===== src/rtl/core/vcu_pkg.sv =====
// Package for the vector clock unit: field widths, item kinds, relation codes, register indexes.
package vcu_pkg;

    // Field widths fixed by the item format
    localparam int KIND_W      = 2;
    localparam int SLOT_W      = 4;
    localparam int VALUE_W     = 32;
    localparam int SIZE_W      = 5;
    localparam int REL_W       = 2;
    localparam int CFG_IDX_W   = 2;
    localparam int CFG_DATA_W  = 5;

    // Reset value of the clock size register
    localparam logic [SIZE_W-1:0] CLOCK_SIZE_RST = 5'd16;

    // Compare position saturates here
    localparam logic [SIZE_W-1:0] POS_MAX = 5'd31;

    // Item and result kinds (code 3 means nothing and is dropped)
    typedef enum logic [KIND_W-1:0] {
        KIND_TICK = 2'd0,
        KIND_RECV = 2'd1,
        KIND_CMP  = 2'd2
    } t_kind;

    // Relation of the local clock to the compared clock
    typedef enum logic [REL_W-1:0] {
        REL_EQUAL  = 2'd0,
        REL_BEFORE = 2'd1,
        REL_AFTER  = 2'd2,
        REL_CONC   = 2'd3
    } t_rel;

    // Configuration register indexes
    typedef enum logic [CFG_IDX_W-1:0] {
        CFG_OWNER_INDEX = 2'd0,
        CFG_CLOCK_SIZE  = 2'd1
    } t_cfg_reg;

endpackage


===== src/rtl/core/vcu_if.sv =====
// Channel interfaces of the vector clock unit: item input, result output, register writes.
interface vcu_in_if;
    import vcu_pkg::*;

    logic               valid;
    logic               ready;
    logic [KIND_W-1:0]  kind;
    logic [SLOT_W-1:0]  sender_index;
    logic [VALUE_W-1:0] sender_value;
    logic [SIZE_W-1:0]  sender_size;
    logic [VALUE_W-1:0] compare_value;
    logic               compare_last;

    modport source (
        output valid, kind, sender_index, sender_value, sender_size,
               compare_value, compare_last,
        input  ready
    );
    modport sink (
        input  valid, kind, sender_index, sender_value, sender_size,
               compare_value, compare_last,
        output ready
    );
endinterface

interface vcu_out_if;
    import vcu_pkg::*;

    logic               valid;
    logic               ready;
    logic [KIND_W-1:0]  result_kind;
    logic [VALUE_W-1:0] own_count;
    logic [REL_W-1:0]   relation;
    logic               size_mismatch;

    modport source (
        output valid, result_kind, own_count, relation, size_mismatch,
        input  ready
    );
    modport sink (
        input  valid, result_kind, own_count, relation, size_mismatch,
        output ready
    );
endinterface

interface vcu_cfg_if;
    import vcu_pkg::*;

    logic                  valid;
    logic                  ready;
    logic [CFG_IDX_W-1:0]  index;
    logic [CFG_DATA_W-1:0] data;

    modport source (
        output valid, index, data,
        input  ready
    );
    modport sink (
        input  valid, index, data,
        output ready
    );
endinterface


===== src/rtl/core/vector_clock_unit.sv =====
// Vector clock unit: event counters per process slot, tick, receive and streamed compare.
//
// Channels: i_in takes one item word per handshake (tick, receive or compare
// element); o_out gives at most one result word per item; i_cfg writes the
// owner slot (index 0) and the clock size (index 1), and is always ready.
// The user must write configuration only while no item is in flight; the
// block itself does not enforce it. Each accepted word lands in an input
// register; from there a single pass of logic reads one counter (the owner's,
// or the compare position's), updates the counters and compare flags and loads
// the result register. A result passes the input register and then the result
// register before o_out.valid rises. Throughput is one item per cycle while
// o_out is not stalled, set by the single counter read per pass.
// Non-last compare elements and kind 3 give no result.
// A stalled o_out holds the result register; the input register then holds
// one more word and i_in.ready drops until the result is taken.
// Reset (synchronous, active low) clears all counters, the compare state,
// both valid flags, the owner slot to 0 and the clock size to 16.
module vector_clock_unit #(
    parameter int MAX_ENTRIES = 16,
    parameter int COUNT_BITS  = 32
) (
    input  logic      i_clk,
    input  logic      i_rst_n,
    vcu_in_if.sink    i_in,
    vcu_out_if.source o_out,
    vcu_cfg_if.sink   i_cfg
);
    import vcu_pkg::*;

    localparam int IW = (MAX_ENTRIES > 1) ? $clog2(MAX_ENTRIES) : 1;
    localparam int CW = (COUNT_BITS > VALUE_W) ? COUNT_BITS : VALUE_W;

    // Configuration registers
    logic [SLOT_W-1:0] r_owner;
    logic [SIZE_W-1:0] r_clock_size;

    // Counter storage and compare state
    logic [COUNT_BITS-1:0] r_counters [MAX_ENTRIES];
    logic [SIZE_W-1:0]     r_cmp_pos;
    logic                  r_seen_smaller;
    logic                  r_seen_larger;

    // Input register
    logic               r_in_valid;
    logic [KIND_W-1:0]  r_kind;
    logic [SLOT_W-1:0]  r_sender_index;
    logic [VALUE_W-1:0] r_sender_value;
    logic [SIZE_W-1:0]  r_sender_size;
    logic [VALUE_W-1:0] r_compare_value;
    logic               r_compare_last;

    // Result register
    logic               r_out_valid;
    logic [KIND_W-1:0]  r_out_kind;
    logic [VALUE_W-1:0] r_out_count;
    logic [REL_W-1:0]   r_out_rel;
    logic               r_out_mismatch;

    // Single-pass datapath signals
    logic                  advance;
    logic                  produces;
    logic [SIZE_W-1:0]     eff_size;
    logic                  owner_ok;
    logic [IW-1:0]         owner_ix;
    logic [IW-1:0]         sender_ix;
    logic [IW-1:0]         pos_ix;
    logic [IW-1:0]         rd_ix;
    logic [COUNT_BITS-1:0] rd_count;
    logic [COUNT_BITS-1:0] bumped;
    logic [COUNT_BITS-1:0] sender_count;
    logic                  do_bump;
    logic                  do_copy;
    logic                  pos_in_range;
    logic                  is_last;
    logic                  mismatch;
    logic [VALUE_W-1:0]    n_count;
    logic [REL_W-1:0]      n_rel;
    logic                  n_smaller;
    logic                  n_larger;
    logic [SIZE_W:0]       pos_plus;

    // Effective size: clock size saturated to storage depth
    assign eff_size = ({27'd0, r_clock_size} > 32'(MAX_ENTRIES)) ? SIZE_W'(MAX_ENTRIES)
                                                                 : r_clock_size;

    assign owner_ok  = {28'd0, r_owner} < 32'(MAX_ENTRIES);
    assign owner_ix  = IW'(r_owner);
    assign sender_ix = IW'(r_sender_index);
    assign pos_ix    = IW'(r_cmp_pos);

    // One counter read per pass: compare position or owner slot
    assign rd_ix    = (r_kind == KIND_CMP) ? pos_ix : owner_ix;
    assign rd_count = r_counters[rd_ix];
    assign bumped   = rd_count + COUNT_BITS'(1);
    assign sender_count = COUNT_BITS'(r_sender_value);

    assign pos_in_range = r_cmp_pos < eff_size;
    assign pos_plus     = {1'b0, r_cmp_pos} + 6'd1;
    assign mismatch     = pos_plus != {1'b0, eff_size};
    assign is_last      = (r_kind == KIND_CMP) && r_compare_last;

    // Decode the item in the input register
    always_comb begin
        do_bump   = 1'b0;
        do_copy   = 1'b0;
        produces  = 1'b0;
        n_count   = '0;
        n_rel     = REL_EQUAL;
        n_smaller = r_seen_smaller;
        n_larger  = r_seen_larger;
        unique case (r_kind)
            KIND_TICK: begin
                produces = 1'b1;
                do_bump  = owner_ok;
                n_count  = owner_ok ? VALUE_W'(bumped) : '0;
            end
            KIND_RECV: begin
                produces = 1'b1;
                do_bump  = owner_ok;
                do_copy  = (r_sender_size == eff_size) && (r_sender_index < eff_size);
                n_count  = owner_ok ? VALUE_W'(bumped) : '0;
                if (do_copy && (r_sender_index == r_owner)) begin
                    n_count = VALUE_W'(sender_count);
                end
            end
            KIND_CMP: begin
                produces = r_compare_last;
                if (pos_in_range) begin
                    if (CW'(rd_count) < CW'(r_compare_value)) begin
                        n_smaller = 1'b1;
                    end else if (CW'(rd_count) > CW'(r_compare_value)) begin
                        n_larger = 1'b1;
                    end
                end
                priority if (mismatch || (n_smaller && n_larger)) begin
                    n_rel = REL_CONC;
                end else if (n_smaller) begin
                    n_rel = REL_BEFORE;
                end else if (n_larger) begin
                    n_rel = REL_AFTER;
                end else begin
                    n_rel = REL_EQUAL;
                end
            end
            default: begin
                produces = 1'b0;
            end
        endcase
    end

    // Move a word on when it gives no result or the result register is free or being emptied
    assign advance    = r_in_valid && (!produces || !r_out_valid || o_out.ready);
    assign i_in.ready = !r_in_valid || advance;
    assign i_cfg.ready = 1'b1;

    // Configuration writes
    always_ff @(posedge i_clk) begin
        if (!i_rst_n) begin
            r_owner      <= '0;
            r_clock_size <= CLOCK_SIZE_RST;
        end else if (i_cfg.valid) begin
            if (i_cfg.index == CFG_OWNER_INDEX) begin
                r_owner <= i_cfg.data[SLOT_W-1:0];
            end else if (i_cfg.index == CFG_CLOCK_SIZE) begin
                r_clock_size <= i_cfg.data;
            end
        end
    end

    // Capture the input word
    always_ff @(posedge i_clk) begin
        if (!i_rst_n) begin
            r_in_valid <= 1'b0;
        end else if (i_in.ready) begin
            r_in_valid <= i_in.valid;
        end
    end

    always_ff @(posedge i_clk) begin
        if (i_in.ready && i_in.valid) begin
            r_kind          <= i_in.kind;
            r_sender_index  <= i_in.sender_index;
            r_sender_value  <= i_in.sender_value;
            r_sender_size   <= i_in.sender_size;
            r_compare_value <= i_in.compare_value;
            r_compare_last  <= i_in.compare_last;
        end
    end

    // Update counters: copy the sender value, and bump the owner unless the copy lands on the same slot
    always_ff @(posedge i_clk) begin
        if (!i_rst_n) begin
            for (int k = 0; k < MAX_ENTRIES; k++) begin
                r_counters[k] <= '0;
            end
        end else if (advance) begin
            if (do_bump && !(do_copy && (sender_ix == owner_ix))) begin
                r_counters[owner_ix] <= bumped;
            end
            if (do_copy) begin
                r_counters[sender_ix] <= sender_count;
            end
        end
    end

    // Advance or clear the compare state
    always_ff @(posedge i_clk) begin
        if (!i_rst_n) begin
            r_cmp_pos      <= '0;
            r_seen_smaller <= 1'b0;
            r_seen_larger  <= 1'b0;
        end else if (advance && (r_kind == KIND_CMP)) begin
            if (r_compare_last) begin
                r_cmp_pos      <= '0;
                r_seen_smaller <= 1'b0;
                r_seen_larger  <= 1'b0;
            end else begin
                r_seen_smaller <= n_smaller;
                r_seen_larger  <= n_larger;
                if (r_cmp_pos < POS_MAX) begin
                    r_cmp_pos <= pos_plus[SIZE_W-1:0];
                end
            end
        end
    end

    // Result register
    always_ff @(posedge i_clk) begin
        if (!i_rst_n) begin
            r_out_valid <= 1'b0;
        end else if (advance && produces) begin
            r_out_valid <= 1'b1;
        end else if (o_out.ready) begin
            r_out_valid <= 1'b0;
        end
    end

    always_ff @(posedge i_clk) begin
        if (advance && produces) begin
            r_out_kind     <= r_kind;
            r_out_count    <= n_count;
            r_out_rel      <= (r_kind == KIND_CMP) ? n_rel : REL_EQUAL;
            r_out_mismatch <= (r_kind == KIND_CMP) && mismatch;
        end
    end

    assign o_out.valid         = r_out_valid;
    assign o_out.result_kind   = r_out_kind;
    assign o_out.own_count     = r_out_count;
    assign o_out.relation      = r_out_rel;
    assign o_out.size_mismatch = r_out_mismatch;

    // The last compare element leaves the compare state cleared
    a_cmp_clear: assert property (@(posedge i_clk) disable iff (!i_rst_n)
        advance && is_last |=> (r_cmp_pos == '0) && !r_seen_smaller && !r_seen_larger)
        else $error("compare state not cleared after last element");

    // A tick always shows up as a tick result in the next cycle
    a_tick_result: assert property (@(posedge i_clk) disable iff (!i_rst_n)
        advance && (r_kind == KIND_TICK) |=> r_out_valid && (r_out_kind == KIND_TICK))
        else $error("tick did not produce a tick result");

    // A length mismatch always reads as concurrent
    a_mismatch_conc: assert property (@(posedge i_clk) disable iff (!i_rst_n)
        r_out_valid && r_out_mismatch |-> (r_out_kind == KIND_CMP) && (r_out_rel == REL_CONC))
        else $error("size mismatch without concurrent relation");

    // Tick and receive results carry no relation
    a_no_rel: assert property (@(posedge i_clk) disable iff (!i_rst_n)
        r_out_valid && (r_out_kind != KIND_CMP) |-> (r_out_rel == REL_EQUAL)
            && !r_out_mismatch)
        else $error("relation set on a non-compare result");

endmodule


===== src/flat_wrapper.sv =====
// flat-port wrapper written by rule: the top's interface ports become plain ports
module vector_clock_unit_flat import vcu_pkg::*;
#(
    parameter int MAX_ENTRIES = 16,
    parameter int COUNT_BITS  = 32
)
  (i_clk, i_rst_n, i_in_valid, i_in_kind, i_in_sender_index, i_in_sender_value, i_in_sender_size, i_in_compare_value, i_in_compare_last, i_in_ready, o_out_valid, o_out_result_kind, o_out_own_count, o_out_relation, o_out_size_mismatch, o_out_ready, i_cfg_valid, i_cfg_index, i_cfg_data, i_cfg_ready);
  vcu_in_if i_in_i ();
  vcu_out_if o_out_i ();
  vcu_cfg_if i_cfg_i ();
  input  logic i_clk;
  input  logic i_rst_n;
  input wire logic [$bits(i_in_i.valid)-1:0] i_in_valid;
  input wire logic [$bits(i_in_i.kind)-1:0] i_in_kind;
  input wire logic [$bits(i_in_i.sender_index)-1:0] i_in_sender_index;
  input wire logic [$bits(i_in_i.sender_value)-1:0] i_in_sender_value;
  input wire logic [$bits(i_in_i.sender_size)-1:0] i_in_sender_size;
  input wire logic [$bits(i_in_i.compare_value)-1:0] i_in_compare_value;
  input wire logic [$bits(i_in_i.compare_last)-1:0] i_in_compare_last;
  output wire logic [$bits(i_in_i.ready)-1:0] i_in_ready;
  output wire logic [$bits(o_out_i.valid)-1:0] o_out_valid;
  output wire logic [$bits(o_out_i.result_kind)-1:0] o_out_result_kind;
  output wire logic [$bits(o_out_i.own_count)-1:0] o_out_own_count;
  output wire logic [$bits(o_out_i.relation)-1:0] o_out_relation;
  output wire logic [$bits(o_out_i.size_mismatch)-1:0] o_out_size_mismatch;
  input wire logic [$bits(o_out_i.ready)-1:0] o_out_ready;
  input wire logic [$bits(i_cfg_i.valid)-1:0] i_cfg_valid;
  input wire logic [$bits(i_cfg_i.index)-1:0] i_cfg_index;
  input wire logic [$bits(i_cfg_i.data)-1:0] i_cfg_data;
  output wire logic [$bits(i_cfg_i.ready)-1:0] i_cfg_ready;
  assign i_in_i.valid = i_in_valid;
  assign i_in_i.kind = i_in_kind;
  assign i_in_i.sender_index = i_in_sender_index;
  assign i_in_i.sender_value = i_in_sender_value;
  assign i_in_i.sender_size = i_in_sender_size;
  assign i_in_i.compare_value = i_in_compare_value;
  assign i_in_i.compare_last = i_in_compare_last;
  assign i_in_ready = i_in_i.ready;
  assign o_out_valid = o_out_i.valid;
  assign o_out_result_kind = o_out_i.result_kind;
  assign o_out_own_count = o_out_i.own_count;
  assign o_out_relation = o_out_i.relation;
  assign o_out_size_mismatch = o_out_i.size_mismatch;
  assign o_out_i.ready = o_out_ready;
  assign i_cfg_i.valid = i_cfg_valid;
  assign i_cfg_i.index = i_cfg_index;
  assign i_cfg_i.data = i_cfg_data;
  assign i_cfg_ready = i_cfg_i.ready;
  vector_clock_unit #(.MAX_ENTRIES(MAX_ENTRIES), .COUNT_BITS(COUNT_BITS)) u_core (.i_clk(i_clk), .i_rst_n(i_rst_n), .i_in(i_in_i), .o_out(o_out_i), .i_cfg(i_cfg_i));
endmodule

===== config.mk =====
export PLATFORM = sky130hd
export DESIGN_NAME = vector_clock_unit_flat
export DESIGN_NICKNAME = d
export VERILOG_FILES = /design/src/rtl/core/vcu_pkg.sv /design/src/rtl/core/vcu_if.sv /design/src/rtl/core/vector_clock_unit.sv /design/src/flat_wrapper.sv
export SDC_FILE = /design/constraint.sdc
export NUM_CORES = 1
export LEC_CHECK = 0
export BUFFER_PORTS_ARGS = -buffer_cell sky130_fd_sc_hd__buf_4
export CORE_UTILIZATION = 29
export DETAILED_ROUTE_END_ITERATION = 8
export HOLD_SLACK_MARGIN = 0.15
export PLACE_DENSITY_LB_ADDON = 0.12
export REMOVE_ABC_BUFFERS = 1
export SYNTH_ARGS = -nofsm -noshare
export SYNTH_HDL_FRONTEND = slang
export SYNTH_SLANG_ARGS = --single-unit
export TNS_END_PERCENT = 100

===== constraint.sdc =====
create_clock -name i_clk -period 6 [get_ports i_clk]
set_input_delay 0.6 -clock i_clk [delete_from_list [all_inputs] [get_ports i_clk]]
set_output_delay 0.6 -clock i_clk [all_outputs]
set_load 0.005 [all_outputs]

---- Word level (Yosys, flattened, before mapping) ----
Memories as Yosys holds them, arrays and structs flattened.
Cells that the tools add are included.
cells by class
  $add $sub $neg .......................... 2
  order comparisons ....................... 6
  equal/unequal tests ..................... 6
  multiplexer cells ....................... 40
  bitwise logic cells ..................... 1
  reduce and logical (&&, ||, !) cells .... 30
operator list
  cell                                                   number
  two-way mux 32 bit                                     3
  case mux 32 bit (2 select lines)                       1
  OR reduction 32 bit                                    2
  adder 32 x 1 -> 32 bit (second input constant)         1
  greater-than comparator 32 bit                         1
  less-than comparator 32 bit                            1
  two-way mux 1 bit                                      26
  two-way mux 5 bit                                      3
  two-way mux 4 bit                                      3
  logical AND 1 bit                                      10
  adder 5 x 1 -> 6 bit (second input constant)           1
  two-way mux 2 bit                                      3
  != test 6 x 5 -> 1 bit                                 1
  AND reduction 2 bit                                    3
  nonzero test 2 bit                                     3
  == test 5 bit                                          1
  greater-than comparator 5 bit (second input constant)  1
  less-than comparator 4 x 5 -> 1 bit                    1
  less-than comparator 5 bit                             1
  less-than comparator 5 bit (second input constant)     1
  == test 2 x 1 -> 1 bit (second input constant)         2
  == test 4 bit                                          1
  logical NOT 1 bit                                      4
  logical NOT 2 bit                                      2
  6 further kinds                                        9
word-level totals
  flip-flop bits (word level) ............. 131
  bits in writable memories ............... 512
  input port bits ......................... 88
  output and inout bits ................... 40
  memories ................................ 1
memories
  memory             words  bits a word  rd ports  clocked after Yosys merged registers in  wr ports  RTL line                 text
  u_core.r_counters  16     32           1         0                                        16        vector_clock_unit.sv:38  logic [COUNT_BITS-1:0] r_counters [MAX_ENTRIES];

---- Logic depth before layout (Yosys ltp) ----
Gate-level depths: netlist of run 1.
  depth in word-level cells ............... 14
  depth in mapped cells ................... 25

---- Least setup slack after synthesis of run 1 ----
Ideal clock, no wire load.
  kind .................................... register to register
  start point ............................. register u_core.r_kind[1]
  end point ............................... register u_core.r_compare_last, enable pin
  library setup time ...................... 520 ps
  arrival ................................. 4,566 ps
  required time ........................... 5,480 ps
  slack ................................... 914 ps
  cell stages (with the launch flop) ...... 7
  path buffers ............................ 2
  period minus slack after synthesis ...... 5,086 ps
  cells stage by stage .................... edfxtp_1 > clkbuf_1 > buf_1 > o21ai_0 > nand2_1 > nor2_1 > nor2b_1
on the way
  cells in the longest elaborated chain, start to end .. 9
  elaborated cells between the ends (all ways) .. 11
RTL lines
  element                                                      RTL line                  text
  start: declaration                                           vector_clock_unit.sv:45   logic [KIND_W-1:0] r_kind;
  start signal: assignment                                     vector_clock_unit.sv:181  r_kind <= i_in.kind;
  == test 2 x 1 -> 1 bit or logical NOT 2 bit (tied branches)  vector_clock_unit.sv:111  unique case (r_kind)
  OR reduction 2 bit (no line)                                 --
  case mux 1 bit (2 select lines) (*)                          vector_clock_unit.sv:111
  logical NOT 1 bit (*)                                        vector_clock_unit.sv:152  assign advance = r_in_valid && (!produces || !r_out_valid || o_out.ready);
  logical OR 1 bit (*) (2 in series)                           vector_clock_unit.sv:152
  logical AND 1 bit (*)                                        vector_clock_unit.sv:152
  logical OR 1 bit (*)                                         vector_clock_unit.sv:153  assign i_in.ready = !r_in_valid || advance;
  logical AND 1 bit (*)                                        vector_clock_unit.sv:180  if (i_in.ready && i_in.valid) begin
  end signal: assignment                                       vector_clock_unit.sv:186  r_compare_last <= i_in.compare_last;
  end: declaration                                             vector_clock_unit.sv:50   logic r_compare_last;
Every way passes the cells marked *; elsewhere a longest branch is shown, timed or not.
A chain may end at the register's enable or synchronous reset.

==> summary.md, run 1 <==
| Metric | Value |
|---|---|
| Result of the run | finished clean |
| Inserted Diodes | 0 |
| Main combinational cell family by area after synthesis | compound AO/OA/AOI/OAI gates |
| Area fraction of the dominant cell type after synthesis | 0.565 |
| Core region area | 0.113 mm² |
| Post-detailed-route wirelength per cell | 34.4 µm |
| Post-CTS repair timing setup buffer count | 0 |
| Number of pins with negative max-slew slack in the final report | 0 |
| Final net count | about 2,900 |
| I/O pin cnt | 128 |
| Fraction of the yosys area taken by sequential cells | 0.576 |
| Instance count of the mapped netlist | around 2,600 |
| Wire length of the first global-routing pass | 203 mm |
| Remaining number of nets flagged by the antenna check after routing | 0 |
| Clock tree from TritonCTS | yes |
| Die height | 341 µm |
| Highest fanout seen on the critical path | 69 |
| Least-Margin Pin Slew | 1.29 ns |
| Latest clock arrival within the worst-skew pair | 0.68 ns |
| DIE AREA | 0.116 mm² |
| Filler cell count in the final layout | ~11,000 |
| Final critical delay including setup and external delays | 5.74 ns |
| Worst VDD drop | 0.000182 V |
| Layout overhead on the synthesized area | 18.9% |
| Clk sink count | 643 |
| Bufs and invs on worst path | 3 |
| Total leakage power | 13.9 nW |
| Share of the synthesized area in compound gates (AO/OA/AOI/OAI) | 0.191 |
| Arrival @ worst endpoint | ~6.3 ns |
| Comb power frac | 0.099 |
| Share of the cycle needed by the critical path after routing | 0.956 |
| Num CTS Buffers | 80 |
| Highest attainable clock frequency | between 150 and 200 MHz |
| Type of the worst setup path | reg -> reg |
| Number of global-route vias before repair | between 20,000 and 25,000 |
| Stage delay of the slowest cell on the critical path | 0.84 ns |
| Worst hold-check path type | in -> reg |
| EDFF count, synth | between 600 and 700 |
| Max-Cap Viols | 0 |
| Element type at the critical path end | register |
| Power Internal | between 8 and 9 mW |
| Clock root cell | clkbuf_16 |
| Global routing met3 resource utilization | 0.0421 |
| Clock transition at the registers of the reported paths | 0.06 ns |
| Most common library cell in the layout ignoring fill and taps | edfxtp_1 |
| Number of synthesized register bits | 643 |
| Post-route DRC | 0 |
| Pin count of the biggest net entering global routing | 70 |
| CP required | roughly 6.5 ns |
| Unrepaired setup endpoints after global routing | no |
| Input/output buffers | approximately 130 |
| Series of cell instances along the critical path | and2b_4 -> o21ai_4 -> buf_12 -> buf_4 -> mux2i_1 -> a221oi_1 -> a22o_1 -> buf_4 -> and4b_1 -> nand3_2 -> nor4_4 -> xor2_2 -> a22o_1 |
| Total power of the final layout | between 10 and 15 mW |
| Area share of fa/ha/maj cells after synthesis | 0.0158 |
| Detailed router's first-iteration violation count | 2,813 |
| Sort of element at the start of the critical path | register |
| Clk pwr share | 0.437 |
| Total standard cell area after synthesis | about 0.033 mm² |
| Worst relative slew slack | 0.137 |
| Hpwl dp | 85.8 mm |
| Met2 global-route usage | 0.398 |
| Fraction of registers with async set or reset after synthesis | 0 |
| Highest-utilization routing layer at the global route stage | met2 |
| Initial cell density of the core | 0.294 |
| Total overflow reported by the global router | 0 |
| Yosys warning count | 0 |
| Total of endpoints with negative setup slack in the final report | 0 |
| Cell variety after synth | 85 |
| Largest area contributor in the netlist | edfxtp_1 |
| Average via count per standard cell | 5.96 |
| Total global-route track usage | 0.249 |
| Via count of the routed design | about 26,000 |
| Horizontal extent of the die | about 340 µm |
| Net switching power | 2.96 mW |
| Detailed-router iteration count before antenna repair | 6 |
| Synth Area in XOR/XNOR | 0.0140 |
| Met1 Use GR | 0.342 |
| Pre-CTS WS | roughly 0.36 ns |
| Clk buf depth | 3 |
| Slowest-stage cell, CP | xor2_2 |
| Final Hold Vio Count | 0 |
| Post-synthesis mux area share | 0.0776 |
| Final critical-path setup slack | 0.262 ns |
| Most area-consuming cells after synthesis | edfxtp_1 56%, a22o_1 14%, mux2i_1 7.1%, clkbuf_1 2.2%, nand2_1 1.8% |
| Most frequent cells in the layout | 625 x edfxtp_1, 521 x a22o_1, 262 x buf_4 |
| Category of cells accounting for the largest share of critical-path delay | compound AO/OA/AOI/OAI gates |
| Final setup skew | 0.0385 ns |
| Seq pwr share | 0.463 |
| Average footprint of a synthesized cell | 12.8 µm² |
| Global placement routability congestion | 0.870 |
| Number of H-tree levels | 3 |
| Proportion of layout cells with a drive suffix above 1 | 0.176 |
| Top_reg_cell synth | edfxtp_1 |
| Total power density per cell area | 285 mW/mm² |
| FP Rows | 123 |
| Synthesized-area fraction occupied by and/or/nand/nor cells | 0.0767 |
| Antenna violations before repair | 1 |
| Post-Route WL | between 100 and 150 mm |
| Switching share of power | 0.263 |
-- worst reg2reg max path: stages, from the launching register on --
cell      delay (ns)
edfxtp_1        0.53
and2b_4         0.30
o21ai_4         0.33
buf_12          0.47
buf_4           0.46
mux2i_1         0.19
a221oi_1        0.46
a22o_1          0.41
buf_4           0.23
and4b_1         0.27
nand3_2         0.41
nor4_4          0.41
xor2_2          0.84
a22o_1          0.29
-- power by group through the flow --
stage                     logic [mW]  clock network (mW)  registers, mW
after global routing            1.18                5.17           5.24
after floorplan                0.526                   0           5.28
after CTS                       1.11                5.01           5.22
after global placement          1.06                   0           5.31
final                           1.12                4.92           5.22
after detailed placement        1.07                   0           5.31
-- registers in the layout, summed over array words and instances (netlist names), 4 cells and up --
signal	cells
u_core.owner_ix	4
u_core.r_sender_index	4
u_core.r_compare_value	32
u_core.r_sender_size	5
u_core.r_clock_size	5
u_core.o_out.own_count	32
u_core.r_cmp_pos	5
u_core.r_sender_value	32
u_core.r_counters	512
-- area by class of cell --
cell class                      instances  area (µm²)  area share
Clock buffer                          106        2130      0.0539
Clock inverter                         39         444      0.0112
Inverter                               56         210     0.00532
Multi-Input combinational cell       1598       12800       0.323
Sequential cell                       643       19100       0.484
Tap cell                             1500        1880      0.0475
Timing Repair Buffer                  351        2980      0.0753
-- Yosys cell counts (5+ instances only) --
library cell  instances
nor3_2                7
and3_1                5
clkbuf_1            195
o21a_1                6
nand3_1              46
buf_6                16
inv_1                54
nor2_1               94
o32ai_1              10
or3_1                 7
a211oi_1             10
edfxtp_1            625
a21oi_1              48
a31oi_1              10
nor3_1               29
ha_1                 42
buf_1                38
nand2_1             159
xnor2_2               9
a21o_1                9
buf_2                39
mux4_2                7
xor2_1               13
or4_1                22
and4_1                6
a32oi_1               8
o21ai_0              13
a221oi_1             12
a22o_1              521
nor4_1               14
nor2b_1              23
xnor2_1              16
o211ai_1             15
nand4_1              31
o221ai_1             18
buf_4                 9
o22ai_1              63
nand2b_1             11
mux2i_1             237
dfxtp_1              18
-- final timing paths --
check | from | end | slack [ns] | cells after the start
hold reg to reg | u_core.r_seen_smaller$_SDFFE_PN0P_ | u_core.r_seen_smaller$_SDFFE_PN0P_ | 0.45 | 2
setup reg to reg | u_core.r_kind[1]$_DFFE_PP_ | u_core.r_counters[2][31]$_DFFE_PP_ | 0.26 | 13
setup / recovery | u_core.r_kind[1]$_DFFE_PP_ | u_core.r_counters[2][31]$_DFFE_PP_ | 0.26 | 13
hold / removal | i_in_kind[1] | u_core.r_kind[1]$_DFFE_PP_ | 0.19 | 1
-- layer usage --
layer / vias up / share of wire
met5: - / 0
met4: 0 / 0.034
met3: 269 / 0.076
met2: 1456 / 0.46
met1: 13268 / 0.43
li1: 10587 / -
-- cells by family after synthesis --
kind of cell,Yosys count
buf+inv,360
flops,643
simple gates,490
mux,248
other cells,1
compound gates,775
xor+xnor,42
fa+ha+maj,42
-- repair_timing --
item,4_1_cts,5_1_grt
endpoints found under the hold margin,77,0
hold buffers,77,0
resized for setup,0,0
-- per-stage QoR --
| step | hold WS, ns | instance area [µm²] | TNS (ns) | instances | util |
|---|---|---|---|---|---|
| after floorplan | 0.431 | 31800 | -1294.04 | 2297 | - |
| after global placement | 0.440 | 36200 | 0 | 4071 | 0.320 |
| after detailed placement | 0.449 | 36200 | 0 | 4071 | 0.320 |
| after CTS | 0.162 | 39500 | 0 | 4293 | 0.349 |
| after global routing | 0.166 | 39500 | 0 | 4293 | 0.349 |
| final | 0.189 | 39500 | 0 | 4293 | 0.349 |
Power figures use the tool's default switching activity.
==> run 2, diff against run 1 <==
--- a/config.mk
+++ b/config.mk
@@ -6,7 +6,7 @@
 export NUM_CORES = 1
 export LEC_CHECK = 0
-export BUFFER_PORTS_ARGS = -buffer_cell sky130_fd_sc_hd__buf_4
 export CORE_UTILIZATION = 29
 export DETAILED_ROUTE_END_ITERATION = 8
+export DONT_BUFFER_PORTS = 1
 export HOLD_SLACK_MARGIN = 0.15
 export PLACE_DENSITY_LB_ADDON = 0.12
==> constraint.sdc (replaced) <==
create_clock -name i_clk -period 6 [get_ports i_clk]
set_input_delay 0.9 -clock i_clk [delete_from_list [all_inputs] [get_ports i_clk]]
set_output_delay 0.9 -clock i_clk [all_outputs]
set_load 0.005 [all_outputs]
==> summary.md, run 2 (synthesis results as in run 1) <==
| Metric | Value |
|---|---|
| Result of the run | finished clean (unchanged) |
| Num CTS Buffers | 79 (was 80) |
| Number of pins with negative max-slew slack in the final report | 0 (unchanged) |
| Total leakage power | 13.0 nW (was 13.9 nW) |
| Number of global-route vias before repair | 24,332 (was 24,783) |
| Average via count per standard cell | 6.05 (was 5.96) |
| FP Rows | 123 (unchanged) |
| Detailed router's first-iteration violation count | 2,729 (was 2,813) |
| R2R Path End | u_core.o_out.own_count[22]$_DFFE_PP_ (was u_core.r_counters[2][31]$_DFFE_PP_) |
| Hold Startpoint | i_in_sender_index[1] (was i_in_kind[1]) |
| DIE AREA | 0.116 mm² (unchanged) |
| Highest fanout seen on the critical path | 15 (was 69) |
| Util after Layout | 0.334 (was 0.349) |
| Latest clock arrival within the worst-skew pair | 0.67 ns (was 0.68 ns) |
| Pin count of the biggest net entering global routing | 90 (was 70) |
| Power Internal | 8.09 mW (was 8.30 mW) |
| Comb power frac | 0.093 (was 0.099) |
| Core region area | 0.113 mm² (unchanged) |
| Most common library cell in the layout ignoring fill and taps | edfxtp_1 (unchanged) |
| Worst VDD drop | 0.000189 V (was 0.000182 V) |
| Most frequent cells in the layout | 625 x edfxtp_1, 521 x a22o_1, 236 x mux2i_1 (was 625 x edfxtp_1, 521 x a22o_1, 262 x buf_4) |
| Startpoint of the worst register-to-register path | u_core.r_kind[0]$_DFFE_PP_ (was u_core.r_kind[1]$_DFFE_PP_) |
| Register with the most flip-flops | u_core.r_counters (unchanged) |
| Filler cell count in the final layout | 11,109 (was 10,999) |
| Input/output buffers | 0 (was 126) |
| CP required | 6.53 ns (about the same) |
| Sort of element at the start of the critical path | register (unchanged) |
| Inserted Diodes | 0 (unchanged) |
| Clk buf depth | 3 (unchanged) |
| Worst Hold End | u_core.r_sender_index[1]$_DFFE_PP_ (was u_core.r_kind[1]$_DFFE_PP_) |
| Worst hold path cell count | 0 (was 1) |
| Horizontal extent of the die | 341 µm (unchanged) |
| Max-Cap Viols | 0 (unchanged) |
| Switching share of power | 0.263 (about the same) |
| Total global-route track usage | 0.249 (about the same) |
| Post-CTS Hold Buffers | 0 (was 77) |
| Element type at the critical path end | register (unchanged) |
| Die height | 341 µm (unchanged) |
| Arrival @ worst endpoint | 6.53 ns (was 6.27 ns) |
| Sequential cell area | 0.0191 mm² (unchanged) |
| Share of the cycle needed by the critical path after routing | 0.999 (was 0.956) |
| Clock root cell | clkbuf_16 (unchanged) |
| Net switching power | 2.88 mW (was 2.96 mW) |
| Initial cell density of the core | 0.294 (unchanged) |
| Worst relative slew slack | 0.143 (was 0.137) |
| Via count of the routed design | 24,729 (was 25,580) |
| Least-Margin Pin Slew | 1.28 ns (was 1.29 ns) |
| Remaining number of nets flagged by the antenna check after routing | 0 (unchanged) |
| Hpwl dp | 85.8 mm (about the same) |
| Cells on worst reg2reg path | 14 (was 13) |
| Final setup skew | 0.0345 ns (was 0.0385 ns) |
| Wire length of the first global-routing pass | 202 mm (was 203 mm) |
| Clk sink count | 643 (unchanged) |
| Total overflow reported by the global router | 0 (unchanged) |
| Proportion of layout cells with a drive suffix above 1 | 0.143 (was 0.176) |
| Final critical-path setup slack | 0.00856 ns (was 0.262 ns) |
| Fin cells | 4,089 (was 4,293) |
| Area of the multi-input gates | 0.0128 mm² (about the same) |
| Detailed-router iteration count before antenna repair | 5 (was 6) |
| Final critical delay including setup and external delays | 5.99 ns (was 5.74 ns) |
| Antenna violations before repair | 1 (unchanged) |
| Final net count | 2,655 (was 2,860) |
| Clk pwr share | 0.430 (was 0.437) |
| Total of endpoints with negative setup slack in the final report | 0 (unchanged) |
| Unrepaired setup endpoints after global routing | no (unchanged) |
| Clock transition at the registers of the reported paths | 0.06 ns (about the same) |
| Seq pwr share | 0.476 (was 0.463) |
| Post-route DRC | 0 (unchanged) |
| Global placement routability congestion | 0.893 (was 0.870) |
| Post-Route WL | 147 mm (was 148 mm) |
| Layout overhead on the synthesized area | 13.8% (was 18.9%) |
| Total power density per cell area | 290 mW/mm² (was 285 mW/mm²) |
| Pre-CTS WS | 0.217 ns (was 0.362 ns) |
| Clock tree from TritonCTS | yes (unchanged) |
| Type of the worst setup path | reg -> reg (unchanged) |
| Worst hold-check path type | in -> reg (unchanged) |
| Highest attainable clock frequency | 167 MHz (was 174 MHz) |
| Largest register FFs | 512 (unchanged) |
| I/O pin cnt | 128 (unchanged) |
| Final Hold Vio Count | 0 (unchanged) |
| Slack of the worst reg-to-reg path | 0.009 ns (was 0.26 ns) |
| Placed Cells | 3,944 (was 4,071) |
| Number of H-tree levels | 3 (unchanged) |
| Post-detailed-route wirelength per cell | 36.1 µm (was 34.4 µm) |
==> run 2: power by group through the flow <==
stage	logic [mW]	clock network, mW	registers (mW)
floorplan	0.526	0	5.28
global placement	1.00	0	5.31
detailed placement	1.01	0	5.31
CTS	1.01	4.79	5.22
global route	1.07	4.93	5.24
finish	1.03	4.72	5.22
==> run 2: final cells by class <==
class	count	share of cell area
tap	1500	0.0496
clock buffer	106	0.0586
multi-input combinational	1598	0.338
clock inverter	39	0.00718
inverter	56	0.00556
timing repair buffer	147	0.0351
sequential	643	0.506
==> run 2: how the worst max path moves through the flow <==
stage | from | end | slack [ns] | cells after the start
2_1_floorplan | u_core.owner_ix[0]$_SDFFE_PN0P_ | u_core.o_out.relation[1]$_SDFFCE_PN0P_ | -3.06 | 14
3_3_place_gp | u_core.r_kind[0]$_DFFE_PP_ | u_core.o_out.own_count[22]$_DFFE_PP_ | 0.29 | 14
3_5_place_dp | u_core.r_kind[0]$_DFFE_PP_ | u_core.r_counters[10][22]$_DFFE_PP_ | 0.22 | 13
4_1_cts | u_core.r_kind[0]$_DFFE_PP_ | u_core.r_counters[10][22]$_DFFE_PP_ | 0.18 | 13
5_1_grt | u_core.r_kind[0]$_DFFE_PP_ | u_core.o_out.own_count[22]$_DFFE_PP_ | 0.02 | 14
6_report | u_core.r_kind[0]$_DFFE_PP_ | u_core.o_out.own_count[22]$_DFFE_PP_ | 0.009 | 14
==> run 2: worst max-delay path, cell delays in order (launching register included) <==
cell      delay [ns]
edfxtp_1        0.59
and2b_4         0.47
mux2i_2         0.75
nand3_1         0.55
buf_4           0.37
o22ai_1         0.16
or4_1           0.34
ha_1            0.32
buf_4           0.21
o211ai_1        0.14
nor4b_2         0.31
nand3_1         0.13
buf_4           0.21
o311ai_0        1.01
buf_4           0.24
==> run 2: what timing repair did <==
item | CTS | global route
hold endpoints to repair | 0 | 0
gates resized for setup | 0 | 4
setup endpoints to repair | 0 | 9
setup buffers | 0 | 0
==> run 2: per-stage QoR <==
step	power, mW	TNS (ns)	hold slack (ns)	instance area, µm²
6_report	11.0	0	0.326	37800
5_1_grt	11.2	0	0.306	37800
4_1_cts	11.0	0	0.291	37800
3_5_place_dp	6.32	0	0.452	35300
3_3_place_gp	6.31	0	0.447	35300
2_1_floorplan	5.80	-1294.04	0.431	31800
==> run 2: routing by layer <==
layer	global-route usage	share of wire	routed length (µm)	vias to the layer above
met3	0.0461	0.077	11400	283
met2	0.393	0.46	67200	1316
met1	0.341	0.43	63400	12946
met5	0	0	0	-
met4	0.0914	0.037	5430	0
li1	-	-	-	10184
